===== src/wlh_pkg.sv =====
`default_nettype none

package wlh_pkg;

  localparam int CNT_W     = 32;
  localparam int SCALE_W   = 8;
  localparam int BIN_IDX_W = 4;
  localparam int PROD_W    = CNT_W + SCALE_W;
  localparam int QUOT_W    = 8;
  localparam int STEP_W    = $clog2(QUOT_W);
  localparam int ADDR_W    = 3;
  localparam int DATA_W    = 32;

  localparam logic [SCALE_W-1:0] BAR_SCALE_RST = 8'd15;
  localparam logic [0:0]         REG_BAR_SCALE = 1'b0;

  localparam logic [7:0] CH_SPACE = 8'h20;
  localparam logic [7:0] CH_TAB   = 8'h09;
  localparam logic [7:0] CH_NL    = 8'h0A;

  typedef enum logic {
    OP_TEXT   = 1'b0,
    OP_REPORT = 1'b1
  } op_e;

  typedef struct packed {
    op_e        op;
    logic [7:0] text_byte;
  } in_word_t;

  typedef struct packed {
    logic [BIN_IDX_W-1:0] bin_index;
    logic [CNT_W-1:0]     bin_count;
    logic [SCALE_W-1:0]   bar_length;
    logic [CNT_W-1:0]     overflow_words;
    logic                 last_bin;
  } out_word_t;

  typedef struct packed {
    logic              start;
    logic [PROD_W-1:0] dividend;
    logic [CNT_W-1:0]  divisor;
  } div_req_t;

  typedef struct packed {
    logic              done;
    logic [QUOT_W-1:0] quot;
  } div_rsp_t;

  function automatic logic [CNT_W-1:0] sat_inc(input logic [CNT_W-1:0] v);
    return (v == '1) ? v : v + CNT_W'(1);
  endfunction

endpackage

`default_nettype wire


===== src/wlh_ram.sv =====
`default_nettype none

module wlh_ram #(
  parameter int WIDTH = 32,
  parameter int DEPTH = 11
) (
  input  wire logic                     clk_i,
  input  wire logic                     we_i,
  input  wire logic [$clog2(DEPTH)-1:0] waddr_i,
  input  wire logic [WIDTH-1:0]         wdata_i,
  input  wire logic                     re_i,
  input  wire logic [$clog2(DEPTH)-1:0] raddr_i,
  output logic      [WIDTH-1:0]         rdata_o
);

  logic [WIDTH-1:0] mem_q [DEPTH];

  always_ff @(posedge clk_i) begin
    if (we_i) begin
      mem_q[waddr_i] <= wdata_i;
    end
    if (re_i) begin
      rdata_o <= mem_q[raddr_i];
    end
  end

endmodule

`default_nettype wire


===== src/wlh_div.sv =====
`default_nettype none

// Restoring divider, one quotient bit per cycle. Expects dividend/divisor < 2**QUOT_W.
module wlh_div
  import wlh_pkg::*;
(
  input  wire logic     clk_i,
  input  wire logic     rst_ni,
  input  wire div_req_t req_i,
  output div_rsp_t      rsp_o
);

  logic [CNT_W-1:0]  rem_q, rem_d;
  logic [QUOT_W-1:0] sh_q, sh_d;
  logic [STEP_W-1:0] step_q, step_d;
  logic              busy_q, busy_d;
  logic              done_q, done_d;
  logic [CNT_W:0]    trial;
  logic              ge;

  assign trial = {rem_q, sh_q[QUOT_W-1]};
  assign ge    = trial >= {1'b0, req_i.divisor};

  always_comb begin
    rem_d  = rem_q;
    sh_d   = sh_q;
    step_d = step_q;
    busy_d = busy_q;
    done_d = 1'b0;
    if (req_i.start) begin
      rem_d  = req_i.dividend[PROD_W-1:QUOT_W];
      sh_d   = req_i.dividend[QUOT_W-1:0];
      step_d = STEP_W'(QUOT_W - 1);
      busy_d = 1'b1;
    end else if (busy_q) begin
      rem_d  = ge ? CNT_W'(trial - {1'b0, req_i.divisor}) : trial[CNT_W-1:0];
      sh_d   = {sh_q[QUOT_W-2:0], ge};
      step_d = step_q - STEP_W'(1);
      if (step_q == '0) begin
        busy_d = 1'b0;
        done_d = 1'b1;
      end
    end
  end

  always_ff @(posedge clk_i or negedge rst_ni) begin
    if (!rst_ni) begin
      busy_q <= 1'b0;
      done_q <= 1'b0;
      step_q <= '0;
      rem_q  <= '0;
      sh_q   <= '0;
    end else begin
      busy_q <= busy_d;
      done_q <= done_d;
      step_q <= step_d;
      rem_q  <= rem_d;
      sh_q   <= sh_d;
    end
  end

  assign rsp_o.done = done_q;
  assign rsp_o.quot = sh_q;

endmodule

`default_nettype wire


===== src/word_length_histogram_top.sv =====
`default_nettype none

// Word length histogram. Text words (op = text) carry one byte each; space,
// tab and newline end a word, any other byte extends it. A closed word of
// length below NUM_BINS bumps that bin, longer words bump the overflow
// counter; all counters saturate at all ones. A report word (op = report)
// closes any pending word, then emits NUM_BINS result words, bin 0 first,
// each with its count, the shared overflow count, and a bar length of
// count * bar_scale / peak (floor, at least 1 for a nonzero count), with
// last_bin set on the final one. The report then clears all counts;
// bar_scale (APB offset 0x0, reset 15) is kept.
// Flow: a text byte that extends a word, hits a separator outside a word,
// or closes a word into overflow is handled in the idle state alone; one
// that closes a word into a bin also passes the update state (bin read,
// then increment and write back through the bin RAM). A report is
// accepted, passes the update state if it closes a word into a bin, then
// runs the peak scan (read and compare per bin), then per bin: read,
// multiply, divider start, the eight divider steps and done flag, then
// output, held while the sink stalls. Bin clearing is done through per-bin
// valid flops, so there is no clearing pass after reset or after a report.
module word_length_histogram_top
  import wlh_pkg::*;
#(
  parameter int NUM_BINS = 11
) (
  input  wire logic              clk_i,
  input  wire logic              rst_ni,
  // input words
  input  wire logic              in_valid_i,
  output logic                   in_stall_o,
  input  wire in_word_t          in_word_i,
  // result words
  output logic                   out_valid_o,
  input  wire logic              out_stall_i,
  output out_word_t              out_word_o,
  // APB config
  input  wire logic              psel,
  input  wire logic              penable,
  input  wire logic              pwrite,
  input  wire logic [ADDR_W-1:0] paddr,
  input  wire logic [DATA_W-1:0] pwdata,
  output logic      [DATA_W-1:0] prdata,
  output logic                   pready
);

  localparam int IW = $clog2(NUM_BINS);     // bin address
  localparam int LW = $clog2(NUM_BINS + 1); // length, saturates at NUM_BINS

  typedef enum logic [3:0] {
    ST_IDLE,
    ST_UPD,      // write back incremented bin
    ST_PK_RD,
    ST_PK_CMP,
    ST_BN_RD,
    ST_BN_MUL,
    ST_BN_START,
    ST_BN_DIV,
    ST_BN_OUT
  } state_e;

  state_e             state_q, state_d;
  logic [SCALE_W-1:0] scale_q, scale_d;
  logic [LW-1:0]      len_q, len_d;
  logic [CNT_W-1:0]   ovf_q, ovf_d;
  logic [NUM_BINS-1:0] vld_q, vld_d;       // bin holds a written count
  logic               vld_rd_q, vld_rd_d;  // valid flag of the last read
  logic [IW-1:0]      upd_addr_q, upd_addr_d;
  logic               rpt_q, rpt_d;        // report pending after the update
  logic [IW-1:0]      idx_q, idx_d;
  logic [CNT_W-1:0]   peak_q, peak_d;
  logic [CNT_W-1:0]   cnt_q, cnt_d;
  logic [PROD_W-1:0]  prod_q, prod_d;
  logic               out_valid_q, out_valid_d;
  out_word_t          out_q, out_d;

  logic               ram_we, ram_re;
  logic [IW-1:0]      ram_waddr, ram_raddr;
  logic [CNT_W-1:0]   ram_wdata, ram_rdata;
  logic [CNT_W-1:0]   rd_val;

  div_req_t           div_req;
  div_rsp_t           div_rsp;

  logic               in_acc, is_sep, len_nz, len_bin, cfg_we, last_idx;
  logic [SCALE_W-1:0] bar;

  wlh_ram #(
    .WIDTH (CNT_W),
    .DEPTH (NUM_BINS)
  ) u_bins (
    .clk_i   (clk_i),
    .we_i    (ram_we),
    .waddr_i (ram_waddr),
    .wdata_i (ram_wdata),
    .re_i    (ram_re),
    .raddr_i (ram_raddr),
    .rdata_o (ram_rdata)
  );

  assign div_req.start    = (state_q == ST_BN_START);
  assign div_req.dividend = prod_q;
  assign div_req.divisor  = peak_q;

  wlh_div u_div (
    .clk_i  (clk_i),
    .rst_ni (rst_ni),
    .req_i  (div_req),
    .rsp_o  (div_rsp)
  );

  // unwritten bins read as zero
  assign rd_val = vld_rd_q ? ram_rdata : '0;

  assign in_stall_o = (state_q != ST_IDLE);
  assign in_acc     = in_valid_i && !in_stall_o;
  assign is_sep     = (in_word_i.text_byte == CH_SPACE) || (in_word_i.text_byte == CH_TAB) ||
                      (in_word_i.text_byte == CH_NL);
  assign len_nz     = (len_q != '0);
  assign len_bin    = len_nz && (len_q < LW'(NUM_BINS));
  assign last_idx   = (idx_q == IW'(NUM_BINS - 1));

  // nonzero count always gets a bar of at least one
  assign bar = (cnt_q == '0) ? '0 :
               (div_rsp.quot == '0) ? SCALE_W'(1) : div_rsp.quot;

  // APB: always ready, one register
  assign pready = 1'b1;
  assign cfg_we = psel && penable && pwrite && pready &&
                  (paddr[ADDR_W-1:2] == REG_BAR_SCALE);
  assign prdata = (paddr[ADDR_W-1:2] == REG_BAR_SCALE) ? DATA_W'(scale_q) : '0;

  always_comb begin
    state_d     = state_q;
    scale_d     = cfg_we ? pwdata[SCALE_W-1:0] : scale_q;
    len_d       = len_q;
    ovf_d       = ovf_q;
    vld_d       = vld_q;
    vld_rd_d    = vld_rd_q;
    upd_addr_d  = upd_addr_q;
    rpt_d       = rpt_q;
    idx_d       = idx_q;
    peak_d      = peak_q;
    cnt_d       = cnt_q;
    prod_d      = prod_q;
    out_valid_d = out_valid_q;
    out_d       = out_q;
    ram_we      = 1'b0;
    ram_waddr   = upd_addr_q;
    ram_wdata   = sat_inc(rd_val);
    ram_re      = 1'b0;
    ram_raddr   = idx_q;

    case (state_q)
      ST_IDLE: begin
        if (in_acc) begin
          if (in_word_i.op == OP_TEXT && !is_sep) begin
            if (len_q < LW'(NUM_BINS)) begin
              len_d = len_q + LW'(1);
            end
          end else begin
            // word ends here (separator or report)
            len_d      = '0;
            rpt_d      = (in_word_i.op == OP_REPORT);
            idx_d      = '0;
            peak_d     = '0;
            upd_addr_d = IW'(len_q);
            if (len_bin) begin
              ram_re    = 1'b1;
              ram_raddr = IW'(len_q);
              vld_rd_d  = vld_q[IW'(len_q)];
              state_d   = ST_UPD;
            end else begin
              if (len_nz) begin
                ovf_d = sat_inc(ovf_q);
              end
              if (in_word_i.op == OP_REPORT) begin
                state_d = ST_PK_RD;
              end
            end
          end
        end
      end

      ST_UPD: begin
        ram_we             = 1'b1;
        vld_d[upd_addr_q]  = 1'b1;
        state_d            = rpt_q ? ST_PK_RD : ST_IDLE;
      end

      ST_PK_RD: begin
        ram_re   = 1'b1;
        vld_rd_d = vld_q[idx_q];
        state_d  = ST_PK_CMP;
      end

      ST_PK_CMP: begin
        if (rd_val > peak_q) begin
          peak_d = rd_val;
        end
        if (last_idx) begin
          idx_d   = '0;
          state_d = ST_BN_RD;
        end else begin
          idx_d   = idx_q + IW'(1);
          state_d = ST_PK_RD;
        end
      end

      ST_BN_RD: begin
        ram_re   = 1'b1;
        vld_rd_d = vld_q[idx_q];
        state_d  = ST_BN_MUL;
      end

      ST_BN_MUL: begin
        cnt_d   = rd_val;
        prod_d  = PROD_W'(rd_val) * PROD_W'(scale_q);
        state_d = ST_BN_START;
      end

      ST_BN_START: begin
        state_d = ST_BN_DIV;
      end

      ST_BN_DIV: begin
        if (div_rsp.done) begin
          out_d.bin_index      = BIN_IDX_W'(idx_q);
          out_d.bin_count      = cnt_q;
          out_d.bar_length     = bar;
          out_d.overflow_words = ovf_q;
          out_d.last_bin       = last_idx;
          out_valid_d          = 1'b1;
          state_d              = ST_BN_OUT;
        end
      end

      ST_BN_OUT: begin
        if (!out_stall_i) begin
          out_valid_d = 1'b0;
          if (last_idx) begin
            // report done: clear the store
            vld_d   = '0;
            ovf_d   = '0;
            rpt_d   = 1'b0;
            state_d = ST_IDLE;
          end else begin
            idx_d   = idx_q + IW'(1);
            state_d = ST_BN_RD;
          end
        end
      end

      default: begin
        state_d = ST_IDLE;
      end
    endcase
  end

  always_ff @(posedge clk_i or negedge rst_ni) begin
    if (!rst_ni) begin
      state_q     <= ST_IDLE;
      scale_q     <= BAR_SCALE_RST;
      len_q       <= '0;
      ovf_q       <= '0;
      vld_q       <= '0;
      vld_rd_q    <= 1'b0;
      upd_addr_q  <= '0;
      rpt_q       <= 1'b0;
      idx_q       <= '0;
      peak_q      <= '0;
      cnt_q       <= '0;
      prod_q      <= '0;
      out_valid_q <= 1'b0;
      out_q       <= '0;
    end else begin
      state_q     <= state_d;
      scale_q     <= scale_d;
      len_q       <= len_d;
      ovf_q       <= ovf_d;
      vld_q       <= vld_d;
      vld_rd_q    <= vld_rd_d;
      upd_addr_q  <= upd_addr_d;
      rpt_q       <= rpt_d;
      idx_q       <= idx_d;
      peak_q      <= peak_d;
      cnt_q       <= cnt_d;
      prod_q      <= prod_d;
      out_valid_q <= out_valid_d;
      out_q       <= out_d;
    end
  end

  assign out_valid_o = out_valid_q;
  assign out_word_o  = out_q;

endmodule

`default_nettype wire


===== config.mk =====
export PLATFORM = sky130hd
export DESIGN_NAME = word_length_histogram_top
export DESIGN_NICKNAME = d
export VERILOG_FILES = /design/src/wlh_pkg.sv /design/src/wlh_ram.sv /design/src/wlh_div.sv /design/src/word_length_histogram_top.sv
export SDC_FILE = /design/constraint.sdc
export NUM_CORES = 2
export LEC_CHECK = 0
export ABC_CLOCK_PERIOD_IN_PS = 6500
export BUFFER_PORTS_ARGS = -buffer_cell sky130_fd_sc_hd__buf_2
export CORE_ASPECT_RATIO = 0.6
export CORE_MARGIN = 2
export CORE_UTILIZATION = 55
export CTS_CLUSTER_SIZE = 12
export DETAILED_ROUTE_END_ITERATION = 16
export PLACE_DENSITY_LB_ADDON = 0.1
export RECOVER_POWER = 50
export SLEW_MARGIN = 5
export SYNTH_ARGS = -nofsm -noshare
export SYNTH_HDL_FRONTEND = slang
export SYNTH_SLANG_ARGS = --single-unit

===== constraint.sdc =====
create_clock -name clk_i -period 6.5 [get_ports clk_i]
set_clock_uncertainty 0.1 [all_clocks]
set_input_delay 1.3 -clock clk_i [delete_from_list [all_inputs] [get_ports clk_i]]
set_output_delay 1.3 -clock clk_i [all_outputs]
set_load 0.02 [all_outputs]

---- After elaboration in Yosys (flattened, before gate mapping) ----
Memories as Yosys holds them, arrays and structs flattened. A register that Yosys moved wholly into a read port is not among the register bits.
Cells that the tools add are included.
W data, S select, Z words.
word-level totals
  register bits ........................... 296
  bits in writable memories ............... 352
  output and inout bits ................... 112
  logic and storage cells ................. 185
  memories ................................ 1
cells by class
  add/sub/neg operators ................... 6
  $mul .................................... 1
  $lt $le $gt $ge ......................... 7
  eq/ne operators ......................... 27
  mux-type cells .......................... 80
  bitwise operators ....................... 4
  reduce and logical (&&, ||, !) cells .... 36
memories
  memory        words  bits a word  read ports  clocked after memory_dff  wr ports  RTL line       text
  u_bins.mem_q  11     32           1           1                         1         wlh_ram.sv:16  logic [WIDTH-1:0] mem_q [DEPTH];
operator list
  kind                     number
  $mux W32                 15
  $pmux W32 S2             2
  $mux W4                  17
  $add A32 B1 Y32 const B  2
  $eq A32 B32 Y1 const B   2
  $mul A32 B8 Y40          1
  $mux W8                  5
  $pmux W4 S9              1
  $ge A33 B32 Y1           1
  $gt A32 B32 Y1           1
  $logic_not A32 Y1        1
  $sub A32 B32 Y32         1
  $mux W1                  24
  $mux W11                 2
  $ne A2 B2 Y1 const B     11
  $pmux W11 S2             1
  $eq A4 B3 Y1 const B     4
  $eq A8 B4 Y1 const B     2
  $lt A4 B5 Y1 const B     3
  $reduce_and A5 Y1        3
  $mux W3                  4
  $pmux W4 S3              1
  $reduce_and A3 Y1        4
  $reduce_bool A2 Y1       6
  other kinds (28)         47

---- Longest topological paths before layout ----
  depth after elaboration ................. 8
  depth in mapped cells ................... 25
  mapped depth without buffers ............ 20

---- By module ----
From an unflattened synthesis, not the netlist that was laid out.
unflattened totals
  cell total of the unflattened synthesis .. 3512
  area total of the unflattened synthesis .. 39879.5 sq um
by module, submodules not included
  module                     times used  cells an instance  area an instance (sq um)  seq. area each (sq um)
  word_length_histogram_top  1           2231               20708.6                   6286.0
  wlh_ram                    1           770                14963.1                   11531.1
  wlh_div                    1           511                4207.8                    1126.1

---- Least setup slack after synthesis ----
OpenSTA, ideal clock, no wires.
  kind .................................... register to register
  start point ............................. reg vld_rd_q
  end point ............................... reg prod_q[32]
  data arrival time ....................... 5.686 ns
  setup slack ............................. 0.627 ns
  stages on the path, launching flop included .. 22
  clock period less this slack ............ 5.873 ns
  path through ............................ dfrtp_1 > buf_2 > buf_2 > clkbuf_1 > clkbuf_1 > clkbuf_1 > and3_1 > fa_1 > fa_1 > fa_1 > inv_1 > fa_1 > inv_1 > ha_1 > a211oi_1 > nor2_1 > o41ai_1 > a311o_1 > o21ai_0 > a41oi_1 > nand4_1 > o211ai_1
between the ends
  cells in the longest elaborated chain, start to end .. 2
RTL lines
  item                      RTL line                          text
  start: declaration        word_length_histogram_top.sv:66   logic vld_rd_q, vld_rd_d;
  start signal: assignment  word_length_histogram_top.sv:281  vld_rd_q <= vld_rd_d;
  $mux W32                  word_length_histogram_top.sv:112  assign rd_val = vld_rd_q ? ram_rdata : '0;
  $mul A32 B8 Y40           word_length_histogram_top.sv:217  prod_d = PROD_W'(rd_val) * PROD_W'(scale_q);
  end signal: assignment    word_length_histogram_top.sv:287  prod_q <= prod_d;
  end: declaration          word_length_histogram_top.sv:72   logic [PROD_W-1:0] prod_q, prod_d;
No other way between the ends.
A chain may end at the register's enable or synchronous reset.

---- Worst setup path in the final report ----
  start point ............................. reg scale_q[6]
  end point ............................... reg prod_q[39]
between the ends
  cells in the longest elaborated chain, start to end .. 1
RTL lines
  item                      RTL line                          text
  start: declaration        word_length_histogram_top.sv:62   logic [SCALE_W-1:0] scale_q, scale_d;
  start signal: assignment  word_length_histogram_top.sv:277  scale_q <= scale_d;
  $mul A32 B8 Y40           word_length_histogram_top.sv:217
No other way between the ends.

==> key figures <==
Run status
  – Status: complete, but fails checks
  – Failing checks: max-capacitance violations, max-slew violations

Setup path
  – Critical Path Source Type: flip-flop
  – Delay-heaviest family, CP: adder cells
  – Worst path cell trace: buf_4 -> and3_1 -> fa_1 -> fa_1 -> fa_1 -> inv_1 -> fa_1 -> inv_1 -> ha_1 -> nand2_1 -> nor2_1 -> or3_1 -> nand2_1 -> nor3_1 -> o41ai_2 -> buf_4 -> o21ai_0 -> xnor2_1 -> o21ai_0
  – Crit Path Class: flip-flop to flip-flop
  – Slowest-stage cell, CP: dfrtp_1
  – Most frequent CP cell: fa_1
  – Worst endpoint data arrival time: 6.62 ns
  – Slowest stage delay, CP: around 0.8 ns
  – Crit path buffers/inverters: 4
  – CP Max Fanout: 22
  – CP Capture Type: flip-flop
  – Required @ worst endpoint: roughly 6.9 ns

Floorplan
  – Row Count: 76
  – Die extent in x: 350 um
  – Die H: 211 um
  – Core area: 0.0713 mm2
  – Initial core utilization: 55.3%
  – Die area: about 0.074 mm2
  – I/O Pins: between 150 and 200

Power
  – Clock power frac: between 10% and 20%
  – Int Power: 12.4 mW
  – Leak Pwr: approximately 20 nW
  – Sw power: about 11 mW
  – Cell area power density: approximately 550 mW/mm2
  – Total Power: between 20 and 25 mW
  – Sw Ratio: 47.0%
  – Register share of total power: 24.7%
  – Gate power share: slightly below 60%
  – Peak VDD IR: between 0.0004 and 0.0005 V

Global route
  – First-pass GRT wire length: 163000 um
  – Largest net degree at the start of global routing: around 140
  – Most used routing layer: met1
  – Global Route met1 Usage: 44.3%
  – GRT Util Overall: 29.2%
  – Vias in the first global route: 27300
  – Grt total ovfl: 0
  – Met3 Use GR: 9.52%
  – GRT met2 Usage: 40.1%
  – Initial antenna violation count: 8

Worst hold path
  – Hold Path Class: flip-flop to flip-flop

CTS
  – CTS tree: yes
  – Clk root buf: clkbuf_16
  – Post-CTS Setup Inserts: 0
  – CTS sink count: 680
  – H-tree Lvls: 3
  – Clk slew on worst S/H paths: 0.06 ns
  – Clock buffer depth: 3
  – Num CTS Buffers: 70
  – Worst-Skew Late Latency: 0.65 ns

Synthesis
  – Top cell type's share of synthesized area: 29.2%
  – Synth Instances: 3537
  – Number of synthesized flops with an enable pin: between 300 and 400
  – Most used DFF post-synth: edfxtp_1
  – Flops & latches, synth: 680
  – Synthesized area: 0.0394 mm2
  – Area leader, netlist: edfxtp_1
  – Top cells by area, synth: edfxtp_1, dfrtp_1, fa_1
  – Netlist cell types: 77
  – Synth Area per Inst: 11.2 um2
  – Synth Warn #: 0
  – Async SR Flop Fraction: 43.5%
  – Register area share after synthesis: 48.0%

Routing
  – Via Count: 27800
  – Residual DRC count: 0
  – WL final: 106000 um
  – DRT iter0 DRCs: 2686
  – Post-DRT Antenna Nets: 0
  – DR WL/cell: 23.1 um
  – Vias per cell: 6.06
  – 1st-pass router iterations: 6

STA
  – Hold Fails Final Rpt: 0
  – Least-Margin Pin Slew: 4.90 ns
  – Fmax achieved: 161 MHz
  – Min Tclk post-route: 6.22 ns
  – Fin Setup TNS: 0 ns
  – RSZ-0062 raised after global routing: no
  – Final setup fails: 0
  – Part of the cycle the worst path needs: 95.7%
  – Final WS setup: around 0.28 ns
  – Hold slack: 0.379 ns
  – Slew Viols, Final: 438
  – Max_slew headroom: -227%

Cells and area
  – Fin util: 60.3%
  – Area Growth Syn to Fin: 9.06%
  – Proportion of layout cells with a drive suffix above 1: 8.23%
  – Fin cells: ~4600
  – Nets@finish: 3974
  – Most frequent cells in the layout: edfxtp_1, nand2_1, inv_1
  – Commonest non-fill, non-tap cell in the layout: edfxtp_1
  – Fill cells: 5809
  – Design area: 0.0430 mm2

Placed design
  – Dpl hpwl: 74000 um
  – Placer Congestion: between 0.9 and 1
  – Placed insts: 4474
  – DP Worst Slack: 0.315 ns
  – Placed Area: 0.0411 mm2
  – Count of input and output buffers: 111

Run
  – Max-Cap Viols: 11
==> synth_stat cells, drive strengths merged, types with 19 or more instances <==
cell    instances
nand4          33
xnor2          74
clkbuf        150
xor2           32
nor2          168
inv           301
mux2i         273
nor2b          24
nor3b          19
nand2         337
a21o           36
edfxtp        384
a21oi         134
o21ai         213
nor3           35
buf            69
nand2b         19
mux2           71
nor4           19
a211oi         41
or3            19
a221o          33
ha            132
fa            181
and3          222
nand3          54
dfrtp         292
==> worst reg2reg max path, delay by kind of cell, from the launching register on <==
family | cells | cell delay, ns
AO/OA/AOI/OAI | 3 | 0.48
XOR/XNOR | 1 | 0.25
adder cells (fa/ha/maj) | 5 | 2.45
buffers and inverters | 4 | 0.67
flip-flops | 1 | 0.80
AND/OR/NAND/NOR | 6 | 1.32
==> registers in the layout, summed over array words and instances (netlist names), 11 cells and up <==
name / count
u_bins.mem_q: 352
out_word_o: 77
prod_q: 40
cnt_q: 32
ovf_q: 32
peak_q: 32
u_bins.rdata_o: 32
u_div.rem_q: 32
vld_q: 11
==> layout make-up <==
| cell class | count | area [um2] | area share (%) |
|---|---|---|---|
| well taps | 936 | 1170 | 2.72 |
| flip-flops and latches | 680 | 18900 | 44.0 |
| inverters | 303 | 1140 | 2.64 |
| repair buffers | 197 | 1140 | 2.66 |
| clock inverters | 17 | 150 | 0.349 |
| clock buffers | 92 | 1920 | 4.46 |
| multi-input cells | 2358 | 18500 | 43.1 |
| diodes | 3 | 7.51 | 0.0175 |
==> routing by layer <==
metal / vias up / share of wire, %
met5: - / 0.063
met4: 10 / 2.1
met3: 163 / 11
met2: 1198 / 40
met1: 13900 / 47
li1: 12600 / -
==> path summary, 6_finish.rpt <==
path | endpoint | cells after the start | slack (ns) | start
worst max-delay path | prod_q[39]$_DFFE_PN0P_ | 19 | 0.28 | scale_q[6]$_DFFE_PN0P_
worst min-delay path | u_div.rem_q[11]$_DFFE_PN0P_ | 2 | 0.38 | prod_q[19]$_DFFE_PN0P_
worst max register to register | prod_q[39]$_DFFE_PN0P_ | 19 | 0.28 | scale_q[6]$_DFFE_PN0P_
worst min register to register | u_div.rem_q[11]$_DFFE_PN0P_ | 2 | 0.38 | prod_q[19]$_DFFE_PN0P_
max in group asynchronous | out_word_o[23]$_DFFE_PN0P_ | 2 | 0.90 | rst_ni
min in group asynchronous | prod_q[14]$_DFFE_PN0P_ | 1 | 2.32 | rst_ni
==> cell families after synthesis <==
kind of cell             count (synthesis)  synth area share [%]
adder cells (fa/ha/maj)                313                  13.4
buffers and inverters                  522                  5.43
flip-flops                             680                  48.0
AND/OR/NAND/NOR                        988                  12.4
XOR/XNOR                               106                  2.35
AO/OA/AOI/OAI                          578                  9.21
multiplexers                           348                  9.18
other                                    2                0.0190
==> power by group through the flow <==
stage / clock network [mW] / registers [mW] / logic, mW
after floorplan: 0 / 5.50 / 9.85
after global placement: 0 / 5.83 / 13.4
after detailed placement: 0 / 5.85 / 13.6
after CTS: 3.85 / 5.77 / 13.7
after global routing: 4.02 / 5.83 / 15.5
final: 3.77 / 5.80 / 13.9
==> repair_timing <==
action | in CTS | in global routing
hold endpoints to repair | 0 | 0
gates resized for setup | 0 | 1
hold buffers | 0 | 0
endpoints found under the setup margin | 0 | 5
Note: power is estimated with default switching activity, not from simulation.
